==> src/hdl/lpac_pkg.sv <==
// lpac_pkg: shared types, codes and constants of the link pairing ack controller
// no dependencies; imported by link_pairing_ack_controller_unit

package lpac_pkg;

	// link phase, one-hot
	typedef enum logic [3:0] {
		PH_INIT    = 4'b0001,
		PH_PENDING = 4'b0010,
		PH_PAIRED  = 4'b0100,
		PH_SENDING = 4'b1000
	} phase_t;

	// phase codes as reported on link_state
	localparam logic [1:0] LS_INIT    = 2'd0;
	localparam logic [1:0] LS_PENDING = 2'd1;
	localparam logic [1:0] LS_PAIRED  = 2'd2;
	localparam logic [1:0] LS_SENDING = 2'd3;

	// item kinds on mode
	localparam logic [1:0] MODE_TICK     = 2'd0;
	localparam logic [1:0] MODE_PAIR_ACK = 2'd1;
	localparam logic [1:0] MODE_DATA_ACK = 2'd2;

	// transmit kinds on tx_kind
	localparam logic [1:0] TX_NONE = 2'd0;
	localparam logic [1:0] TX_PAIR = 2'd1;
	localparam logic [1:0] TX_DATA = 2'd2;

	// register indexes
	localparam logic [1:0] REG_RSSI_THRESHOLD = 2'd0;
	localparam logic [1:0] REG_DEBOUNCE       = 2'd1;
	localparam logic [1:0] REG_ACK_TIMEOUT    = 2'd2;
	localparam logic [1:0] REG_LINK_TIMEOUT   = 2'd3;

	// register reset values
	localparam logic signed [7:0] RSSI_THRESHOLD_RST = -8'sd60;
	localparam logic [7:0]        DEBOUNCE_RST       = 8'd5;
	localparam logic [15:0]       ACK_TIMEOUT_RST    = 16'd10;
	localparam logic [15:0]       LINK_TIMEOUT_RST   = 16'd500;

	localparam logic [19:0] MSG_WRAP  = 20'd1000000;
	localparam logic [47:0] MAC_BCAST = 48'hFFFF_FFFF_FFFF;

	typedef struct packed {
		logic [1:0]  mode;
		logic        button_level;
		logic [7:0]  rx_rssi;
		logic        frame_is_pair_ack;
		logic [31:0] frame_code;
		logic [31:0] frame_device_id;
		logic [47:0] frame_mac;
		logic [47:0] source_mac;
		logic        prev_send_failed;
	} item_t;

	function automatic logic [1:0] phase_code(input phase_t ph);
		logic [1:0] code;
		unique case (ph)
			PH_INIT:    code = LS_INIT;
			PH_PENDING: code = LS_PENDING;
			PH_PAIRED:  code = LS_PAIRED;
			PH_SENDING: code = LS_SENDING;
			default:    code = LS_INIT;
		endcase
		return code;
	endfunction

endpackage

==> src/hdl/link_pairing_ack_controller_unit.sv <==
// link_pairing_ack_controller_unit: top level of the pair-then-stream link master
// depends on lpac_pkg (types, codes, constants)

// one item is taken per clock cycle while the result is not stalled: an input
// register holds the accepted item, compare and update logic against the link
// state registers produces the next state and the result, and a result register
// presents it. the state feedback closes within that logic, so consecutive items
// follow back to back. a stalled result holds the result register; the input
// register, if empty, still takes one more item, after which item_stall rises.
// config registers are written through cfg_valid/cfg_ready, always ready, and
// should only be written while no item is in flight
module link_pairing_ack_controller_unit (
	input  logic        clk,
	input  logic        arst_n,
	// item channel
	input  logic        item_valid,
	output logic        item_stall,
	input  logic [1:0]  mode,
	input  logic        button_level,
	input  logic signed [7:0] rx_rssi,
	input  logic        frame_is_pair_ack,
	input  logic [31:0] frame_code,
	input  logic [31:0] frame_device_id,
	input  logic [47:0] frame_mac,
	input  logic [47:0] source_mac,
	input  logic        prev_send_failed,
	// result channel
	output logic        result_valid,
	input  logic        result_stall,
	output logic [1:0]  tx_kind,
	output logic [19:0] tx_msg_num,
	output logic [31:0] tx_pairing_code,
	output logic [47:0] dest_mac,
	output logic        led_on,
	output logic [1:0]  link_state,
	output logic [31:0] sent_count,
	output logic [31:0] partner_id,
	// config write channel
	input  logic        cfg_valid,
	output logic        cfg_ready,
	input  logic [1:0]  cfg_index,
	input  logic [15:0] cfg_data
);
	import lpac_pkg::*;

	// config registers
	logic signed [7:0] rssi_thr_q;
	logic [7:0]        debounce_q;
	logic [15:0]       ack_to_q;
	logic [15:0]       link_to_q;

	// link state
	phase_t      phase_q;
	logic        paired_q;
	logic [31:0] code_q;
	logic [47:0] pmac_q;
	logic [31:0] ident_q;
	logic [19:0] msg_q;
	logic        ack_seen_q;
	logic [31:0] tick_q;
	logic [31:0] last_send_q;
	logic [31:0] last_ack_q;
	logic [31:0] last_press_q;
	logic        prev_btn_q;
	logic signed [7:0] rssi_q;
	logic [31:0] frames_q;

	// input stage
	logic  valid_s1;
	item_t item_s1;

	// result register
	logic        res_valid_q;
	logic [1:0]  tx_kind_q;
	logic [19:0] tx_msg_q;
	logic [31:0] tx_code_q;
	logic [47:0] dest_mac_q;
	logic        led_q;
	logic [1:0]  link_state_q;
	logic [31:0] sent_q;
	logic [31:0] partner_q;

	// handshake
	logic advance;
	logic item_take;

	// next state
	phase_t      phase_n;
	logic        paired_n;
	logic [31:0] code_n;
	logic [47:0] pmac_n;
	logic [31:0] ident_n;
	logic [19:0] msg_n;
	logic        ack_n;
	logic [31:0] tick_n;
	logic [31:0] last_send_n;
	logic [31:0] last_ack_n;
	logic [31:0] last_press_n;
	logic        prev_btn_n;
	logic signed [7:0] rssi_n;
	logic [31:0] frames_n;
	logic [1:0]  tx_n;
	logic [19:0] msg_wrapped;

	// result slot frees when empty or being taken this edge
	assign advance   = valid_s1 && (!res_valid_q || !result_stall);
	assign item_stall = valid_s1 && !advance;
	assign item_take = item_valid && !item_stall;
	assign cfg_ready = 1'b1;

	// counter never passes the wrap value, so one compare and subtract suffices
	assign msg_wrapped = ((msg_q >= MSG_WRAP) ? (msg_q - MSG_WRAP) : msg_q) + 20'd1;

	always_comb begin
		phase_n      = phase_q;
		paired_n     = paired_q;
		code_n       = code_q;
		pmac_n       = pmac_q;
		ident_n      = ident_q;
		msg_n        = msg_q;
		ack_n        = ack_seen_q;
		tick_n       = tick_q;
		last_send_n  = last_send_q;
		last_ack_n   = last_ack_q;
		last_press_n = last_press_q;
		prev_btn_n   = prev_btn_q;
		rssi_n       = rssi_q;
		frames_n     = frames_q;
		tx_n         = TX_NONE;

		case (item_s1.mode)
			MODE_TICK: begin
				tick_n = tick_q + 32'd1;
				// rejected send: take the outstanding frame back
				if (item_s1.prev_send_failed && phase_q == PH_SENDING && !ack_seen_q) begin
					ack_n    = 1'b1;
					frames_n = frames_q - 32'd1;
				end
				unique case (phase_q)
					PH_INIT: begin
						paired_n    = 1'b0;
						pmac_n      = '0;
						code_n      = '0;
						msg_n       = '0;
						ident_n     = '0;
						ack_n       = 1'b1;
						last_send_n = '0;
						last_ack_n  = '0;
						frames_n    = '0;
						phase_n     = PH_PENDING;
					end
					PH_PENDING: begin
						// debounced rising edge issues a broadcast pair request
						if (item_s1.button_level && !prev_btn_q &&
						    (tick_n - last_press_q) > {24'd0, debounce_q}) begin
							last_press_n = tick_n;
							tx_n         = TX_PAIR;
						end
						prev_btn_n = item_s1.button_level;
					end
					PH_PAIRED: begin
						msg_n      = 20'd1;
						ack_n      = 1'b1;
						last_ack_n = tick_n;
						phase_n    = PH_SENDING;
					end
					PH_SENDING: begin
						if (!paired_q || rssi_q < rssi_thr_q ||
						    (tick_n - last_ack_q) >= {16'd0, link_to_q}) begin
							// weak signal, link timeout or lost pairing
							paired_n = 1'b0;
							ack_n    = 1'b1;
							phase_n  = PH_INIT;
						end else begin
							if (!ack_n && (tick_n - last_send_q) > {16'd0, ack_to_q}) begin
								ack_n = 1'b1;
							end
							if (ack_n) begin
								ack_n       = 1'b0;
								last_send_n = tick_n;
								frames_n    = frames_n + 32'd1;
								tx_n        = TX_DATA;
							end
						end
					end
					default: begin
						phase_n = PH_INIT;
					end
				endcase
			end
			MODE_PAIR_ACK: begin
				rssi_n = item_s1.rx_rssi;
				if (item_s1.frame_is_pair_ack && !paired_q &&
				    $signed(item_s1.rx_rssi) >= rssi_thr_q) begin
					code_n   = item_s1.frame_code;
					ident_n  = item_s1.frame_device_id;
					pmac_n   = item_s1.frame_mac;
					paired_n = 1'b1;
					phase_n  = PH_PAIRED;
				end
			end
			MODE_DATA_ACK: begin
				rssi_n = item_s1.rx_rssi;
				if (!paired_q || item_s1.frame_code != code_q ||
				    item_s1.source_mac != pmac_q) begin
					// bad acknowledge drops the pairing
					paired_n = 1'b0;
					pmac_n   = '0;
					code_n   = '0;
					msg_n    = '0;
					ident_n  = '0;
					ack_n    = 1'b1;
					phase_n  = PH_INIT;
				end else begin
					ack_n      = 1'b1;
					msg_n      = msg_wrapped;
					last_ack_n = tick_q;
				end
			end
			default: begin
				// unused mode, state untouched
			end
		endcase
	end

	// input stage
	always_ff @(posedge clk or negedge arst_n) begin
		if (!arst_n) begin
			valid_s1 <= 1'b0;
		end else if (item_take) begin
			valid_s1 <= 1'b1;
		end else if (advance) begin
			valid_s1 <= 1'b0;
		end
	end

	always_ff @(posedge clk) begin
		if (item_take) begin
			item_s1.mode              <= mode;
			item_s1.button_level      <= button_level;
			item_s1.rx_rssi           <= rx_rssi;
			item_s1.frame_is_pair_ack <= frame_is_pair_ack;
			item_s1.frame_code        <= frame_code;
			item_s1.frame_device_id   <= frame_device_id;
			item_s1.frame_mac         <= frame_mac;
			item_s1.source_mac        <= source_mac;
			item_s1.prev_send_failed  <= prev_send_failed;
		end
	end

	// config registers
	always_ff @(posedge clk or negedge arst_n) begin
		if (!arst_n) begin
			rssi_thr_q <= RSSI_THRESHOLD_RST;
			debounce_q <= DEBOUNCE_RST;
			ack_to_q   <= ACK_TIMEOUT_RST;
			link_to_q  <= LINK_TIMEOUT_RST;
		end else if (cfg_valid && cfg_ready) begin
			unique case (cfg_index)
				REG_RSSI_THRESHOLD: rssi_thr_q <= cfg_data[7:0];
				REG_DEBOUNCE:       debounce_q <= cfg_data[7:0];
				REG_ACK_TIMEOUT:    ack_to_q   <= cfg_data;
				REG_LINK_TIMEOUT:   link_to_q  <= cfg_data;
				default: begin
				end
			endcase
		end
	end

	// link state, updated as each item moves into the result register
	always_ff @(posedge clk or negedge arst_n) begin
		if (!arst_n) begin
			phase_q      <= PH_INIT;
			paired_q     <= 1'b0;
			code_q       <= '0;
			pmac_q       <= '0;
			ident_q      <= '0;
			msg_q        <= '0;
			ack_seen_q   <= 1'b1;
			tick_q       <= '0;
			last_send_q  <= '0;
			last_ack_q   <= '0;
			last_press_q <= '0;
			prev_btn_q   <= 1'b0;
			rssi_q       <= '0;
			frames_q     <= '0;
		end else if (advance) begin
			phase_q      <= phase_n;
			paired_q     <= paired_n;
			code_q       <= code_n;
			pmac_q       <= pmac_n;
			ident_q      <= ident_n;
			msg_q        <= msg_n;
			ack_seen_q   <= ack_n;
			tick_q       <= tick_n;
			last_send_q  <= last_send_n;
			last_ack_q   <= last_ack_n;
			last_press_q <= last_press_n;
			prev_btn_q   <= prev_btn_n;
			rssi_q       <= rssi_n;
			frames_q     <= frames_n;
		end
	end

	// result register
	always_ff @(posedge clk or negedge arst_n) begin
		if (!arst_n) begin
			res_valid_q <= 1'b0;
		end else if (advance) begin
			res_valid_q <= 1'b1;
		end else if (!result_stall) begin
			res_valid_q <= 1'b0;
		end
	end

	always_ff @(posedge clk) begin
		if (advance) begin
			tx_kind_q    <= tx_n;
			tx_msg_q     <= (tx_n == TX_DATA) ? msg_n : '0;
			tx_code_q    <= (tx_n == TX_DATA) ? code_n : '0;
			dest_mac_q   <= (tx_n == TX_PAIR) ? MAC_BCAST :
			                ((tx_n == TX_DATA) ? pmac_n : '0);
			led_q        <= paired_n;
			link_state_q <= phase_code(phase_n);
			sent_q       <= frames_n;
			partner_q    <= ident_n;
		end
	end

	assign result_valid    = res_valid_q;
	assign tx_kind         = tx_kind_q;
	assign tx_msg_num      = tx_msg_q;
	assign tx_pairing_code = tx_code_q;
	assign dest_mac        = dest_mac_q;
	assign led_on          = led_q;
	assign link_state      = link_state_q;
	assign sent_count      = sent_q;
	assign partner_id      = partner_q;

endmodule
==> config.mk <==
export PLATFORM = sky130hd
export DESIGN_NAME = link_pairing_ack_controller_unit
export DESIGN_NICKNAME = d
export VERILOG_FILES = /design/src/hdl/lpac_pkg.sv /design/src/hdl/link_pairing_ack_controller_unit.sv
export SDC_FILE = /design/constraint.sdc
export NUM_CORES = 1
export LEC_CHECK = 0
export BUFFER_PORTS_ARGS = -buffer_cell sky130_fd_sc_hd__buf_2
export CORE_ASPECT_RATIO = 0.6
export CORE_MARGIN = 3
export CORE_UTILIZATION = 55
export CTS_BUF_LIST = sky130_fd_sc_hd__clkbuf_4
export DETAILED_ROUTE_END_ITERATION = 16
export PLACE_DENSITY = 0.75
export SLEW_MARGIN = 5
export SYNTH_ARGS = -nofsm -noshare
export SYNTH_HDL_FRONTEND = slang
export SYNTH_SLANG_ARGS = --single-unit
export TNS_END_PERCENT = 100
==> constraint.sdc <==
create_clock -name clk -period 9.4 [get_ports clk]
set_input_delay 1.88 -clock clk [delete_from_list [all_inputs] [get_ports clk]]
set_output_delay 1.88 -clock clk [all_outputs]
set_load 0.01 [all_outputs]
==> out/metrics.csv <==
stage;metric;value;unit
placed_design;portBuffers;366;
grt;antenna_found_initial;12;
routing;drc_errors;0;
grt;grtUsageTotal;0.324;
power;power_switching;3.48;mW
power;clkPwrFrac;0.275;
grt;grt-ovfl-total;0;
routing;antenna_left;0;
final_layout;multi_input_area;17500;um2
grt;grt_max_degree;88;
critical_path;timing.critical_path.buf_inv;1;
synthesis;synthTopCellsByCount;342 x dfrtp_1, 342 x edfxtp_1, 261 x nand2_1;
synthesis;synth_edf_count;342;
power;p_leak;18.7;nW
critical_path;critPathKind;flip-flop to flip-flop;
die;die_x;347;um
routing;viasPerCell;6.28;
routing;first_pass_iters;6;
critical_path;endpoint_kind;flip-flop;
final_layout;n_fill_cell;5646;
timing;finClkSkew;0.0894;ns
power;intPower;5.96;mW
synthesis;ys_ff_latch;699;
synthesis;ys_types;95;
critical_path;cp_top_family;simple AND/OR/NAND/NOR gates;
critical_path;worstPathArrival;9.72;ns
power;sequentialPowerShare;0.398;
critical_path;cp-start-kind;flip-flop;
run_status;status;finished, final reports clean;
routing;routed_wl;121000;um
power;ir_worst_vdd;0.186;mV
final_layout;final_area;43300;um2
placed_design;post-place-ws;0.573;ns
placed_design;gp_congestion;0.992;
power;combPwrFrac;0.327;
timing;finalSetupViolCount;0;
clocking;cts_root_buf;clkbuf_4;
final_layout;syn_to_final_growth;12.6;%
routing;drt_iter0_markers;3995;
die;pin_count;368;
routing;vias;32300;
critical_path;critPathMaxStageDelay;0.66;ns
routing;wl_per_cell;23.5;um
die;die_height;211;um
clocking;worst_skew_pair.late_latency;1.11;ns
synthesis;synth_area_leaders;edfxtp_1 27%, dfrtp_1 22%, ha_1 5.2%;
placed_design;placed_area;41000;um2
critical_path;cp_max_fo;32;
synthesis;synth.cell_area;38400;um2
timing;finalCritPeriodShare;0.934;
placed_design;dp_hpwl;86900;um
clocking;clkTransAtPathRegs;0.07;ns
synthesis;avgSynthCellArea;10.3;um2
synthesis;yosysSeqAreaShare;0.500;
synthesis;synth_ff_type;edfxtp_1;
die;start_util;0.560;
timing;hold_violations;0;
timing;fin_crit;8.78;ns
clocking;cts_tree;done;
timing;whs;0.488;ns
timing;drv_slew;0;
synthesis;synth_top_area_frac;0.267;
flow_run;cap_violations;0;
timing;worst_slack;0.619;ns
worst_hold_path;holdCritPathClass;flip-flop to flip-flop;
synthesis;synth_area_leader_cell;edfxtp_1;
synthesis;yosysWarnings;0;
die;rows;74;
critical_path;slowest_stage;nor4_2;
clocking;cts_max_path_buffers;3;
die;dieArea;73200;um2
clocking;cts_sinks;699;
timing;finalSetupTns;0;ns
critical_path;required;10.34;ns
clocking;cts_buffers;165;
grt;grt_pass1_vias;29600;
timing;grt_setup_unrepaired;no;
synthesis;async_flop_share;0.511;
die;core_area;68600;um2
timing;relSlewSlack;0.122;
timing;max_freq;114;MHz
power;powerDensity;218;nW/um2
grt;grt_pass1_wl;182000;um
power;switching_share;0.368;
final_layout;nNetsFinal;4444;
synthesis;syn-instance-count;3725;
final_layout;drive_above_1_share;0.197;
synthesis;syn_nets;4083;
final_layout;ff_latch_area;19200;um2
clocking;cts_max_level;4;
timing;tightest_slew;1.30;ns
[layout make-up]
class | instances | area share
diodes | 10 | 0.000578
clock buffers | 254 | 0.0441
clock inverters | 50 | 0.00642
inverters | 238 | 0.0208
multi-input cells | 2564 | 0.405
flip-flops and latches | 699 | 0.444
well taps | 912 | 0.0264
repair buffers | 418 | 0.0522
[through the flow]
step	std cells	power (mW)	util
after floorplan	3725	5.79	-
after global placement	4831	6.73	0.598
after detailed placement	4831	6.76	0.598
after CTS	5135	9.36	0.630
after global routing	5145	9.95	0.631
final	5145	9.44	0.631
[cell usage in the layout, fill, tap and decap left out, types with 34 or more instances in the layout]
master,instances
buf_2,365
dfrtp_1,342
edfxtp_1,342
nand2_1,259
clkbuf_4,254
nor2_1,248
inv_1,237
a21oi_1,232
o21ai_0,215
ha_1,157
a22o_1,147
xnor2_1,129
nand3_1,93
a22oi_1,87
nor3_1,85
mux2_2,81
xor2_1,76
a21o_1,50
buf_4,50
nand4_1,49
a211oi_1,40
a31oi_1,37
nor4_1,35
and3_1,34
[power by group through the flow]
stage          clock, mW  combinational (mW)  sequential [mW]
2_1_floorplan          0                2.02             3.77
3_3_place_gp           0                2.93             3.79
3_5_place_dp           0                2.96             3.80
4_1_cts             2.64                2.98             3.74
5_1_grt             2.79                3.37             3.78
6_report            2.60                3.09             3.75
[worst register-to-register path, cell delays in order, from the launching register on]
cell       delay [ns]
dfrtp_1          0.61
ha_1             0.30
nand3_1          0.23
nor2_1           0.37
nand3_1          0.36
xnor2_2          0.30
ha_1             0.61
nand2_1          0.09
nor3_1           0.14
o21ai_0          0.47
and2_1           0.46
o21ai_0          0.29
a31oi_1          0.15
xnor2_1          0.16
ha_1             0.31
nand4_1          0.19
nor4_1           0.13
a21boi_0         0.22
nor4_2           0.66
o221ai_1         0.22
or4_1            0.52
a2111oi_0        0.43
nand4_1          0.29
and3_1           0.39
o21ai_4          0.16
buf_4            0.39
nand2_1          0.16
o21ai_0          0.11
[registers in the layout, indices dropped and copies added, names as in the netlist, 16 cells and up]
signal and flops:
pmac_q 48, link_to_q 16, partner_id 32, dest_mac 48, ident_q 32, frames_q 32
msg_q 20, item_s1 173, code_q 32, sent_count 32, last_press_q 32, tx_pairing_code 32
tick_q 32, tx_msg_num 20, ack_to_q 16, last_send_q 32, last_ack_q 32
[metal layers]
metal	up-vias	track usage	part of all wire
met5	-	0	0
met4	0	0.101	0.023
met3	165	0.108	0.13
met2	1912	0.410	0.39
met1	15600	0.513	0.46
li1	14700	-	-
[logic make-up (layout without fill, tap and decap cells)]
family / after synthesis / in the layout / synth area share
flops: 699 / 699 / 0.500
simple gates: 994 / 994 / 0.127
xor+xnor: 208 / 208 / 0.0480
fa+ha+maj: 162 / 162 / 0.0534
other cells: 1 / 11 / 0.0000976
buf+inv: 462 / 960 / 0.0460
compound gates: 1088 / 1088 / 0.193
mux: 111 / 111 / 0.0316
[repair_timing]
| action | CTS | global route |
|---|---|---|
| buffers inserted | 0 | 0 |
| resized for setup | 0 | 3 |
| setup endpoints to repair | 0 | 48 |
| hold buffers | 0 | 0 |
[path summary, 6_finish.rpt]
path                                   from             end  slack, ns  depth (start not counted)
worst max-delay path              tick_q[0]  last_send_q[0]       0.62                         27
min in group asynchronous            arst_n      tick_q[17]       0.78                          1
max in group asynchronous            arst_n       msg_q[19]       6.68                          3
worst min-delay path            item_s1[56]       pmac_q[7]       0.49                          1
worst max register to register    tick_q[0]  last_send_q[0]       0.62                         27
worst min register to register  item_s1[56]       pmac_q[7]       0.49                          1
Note: power is estimated with default switching activity, not from simulation.
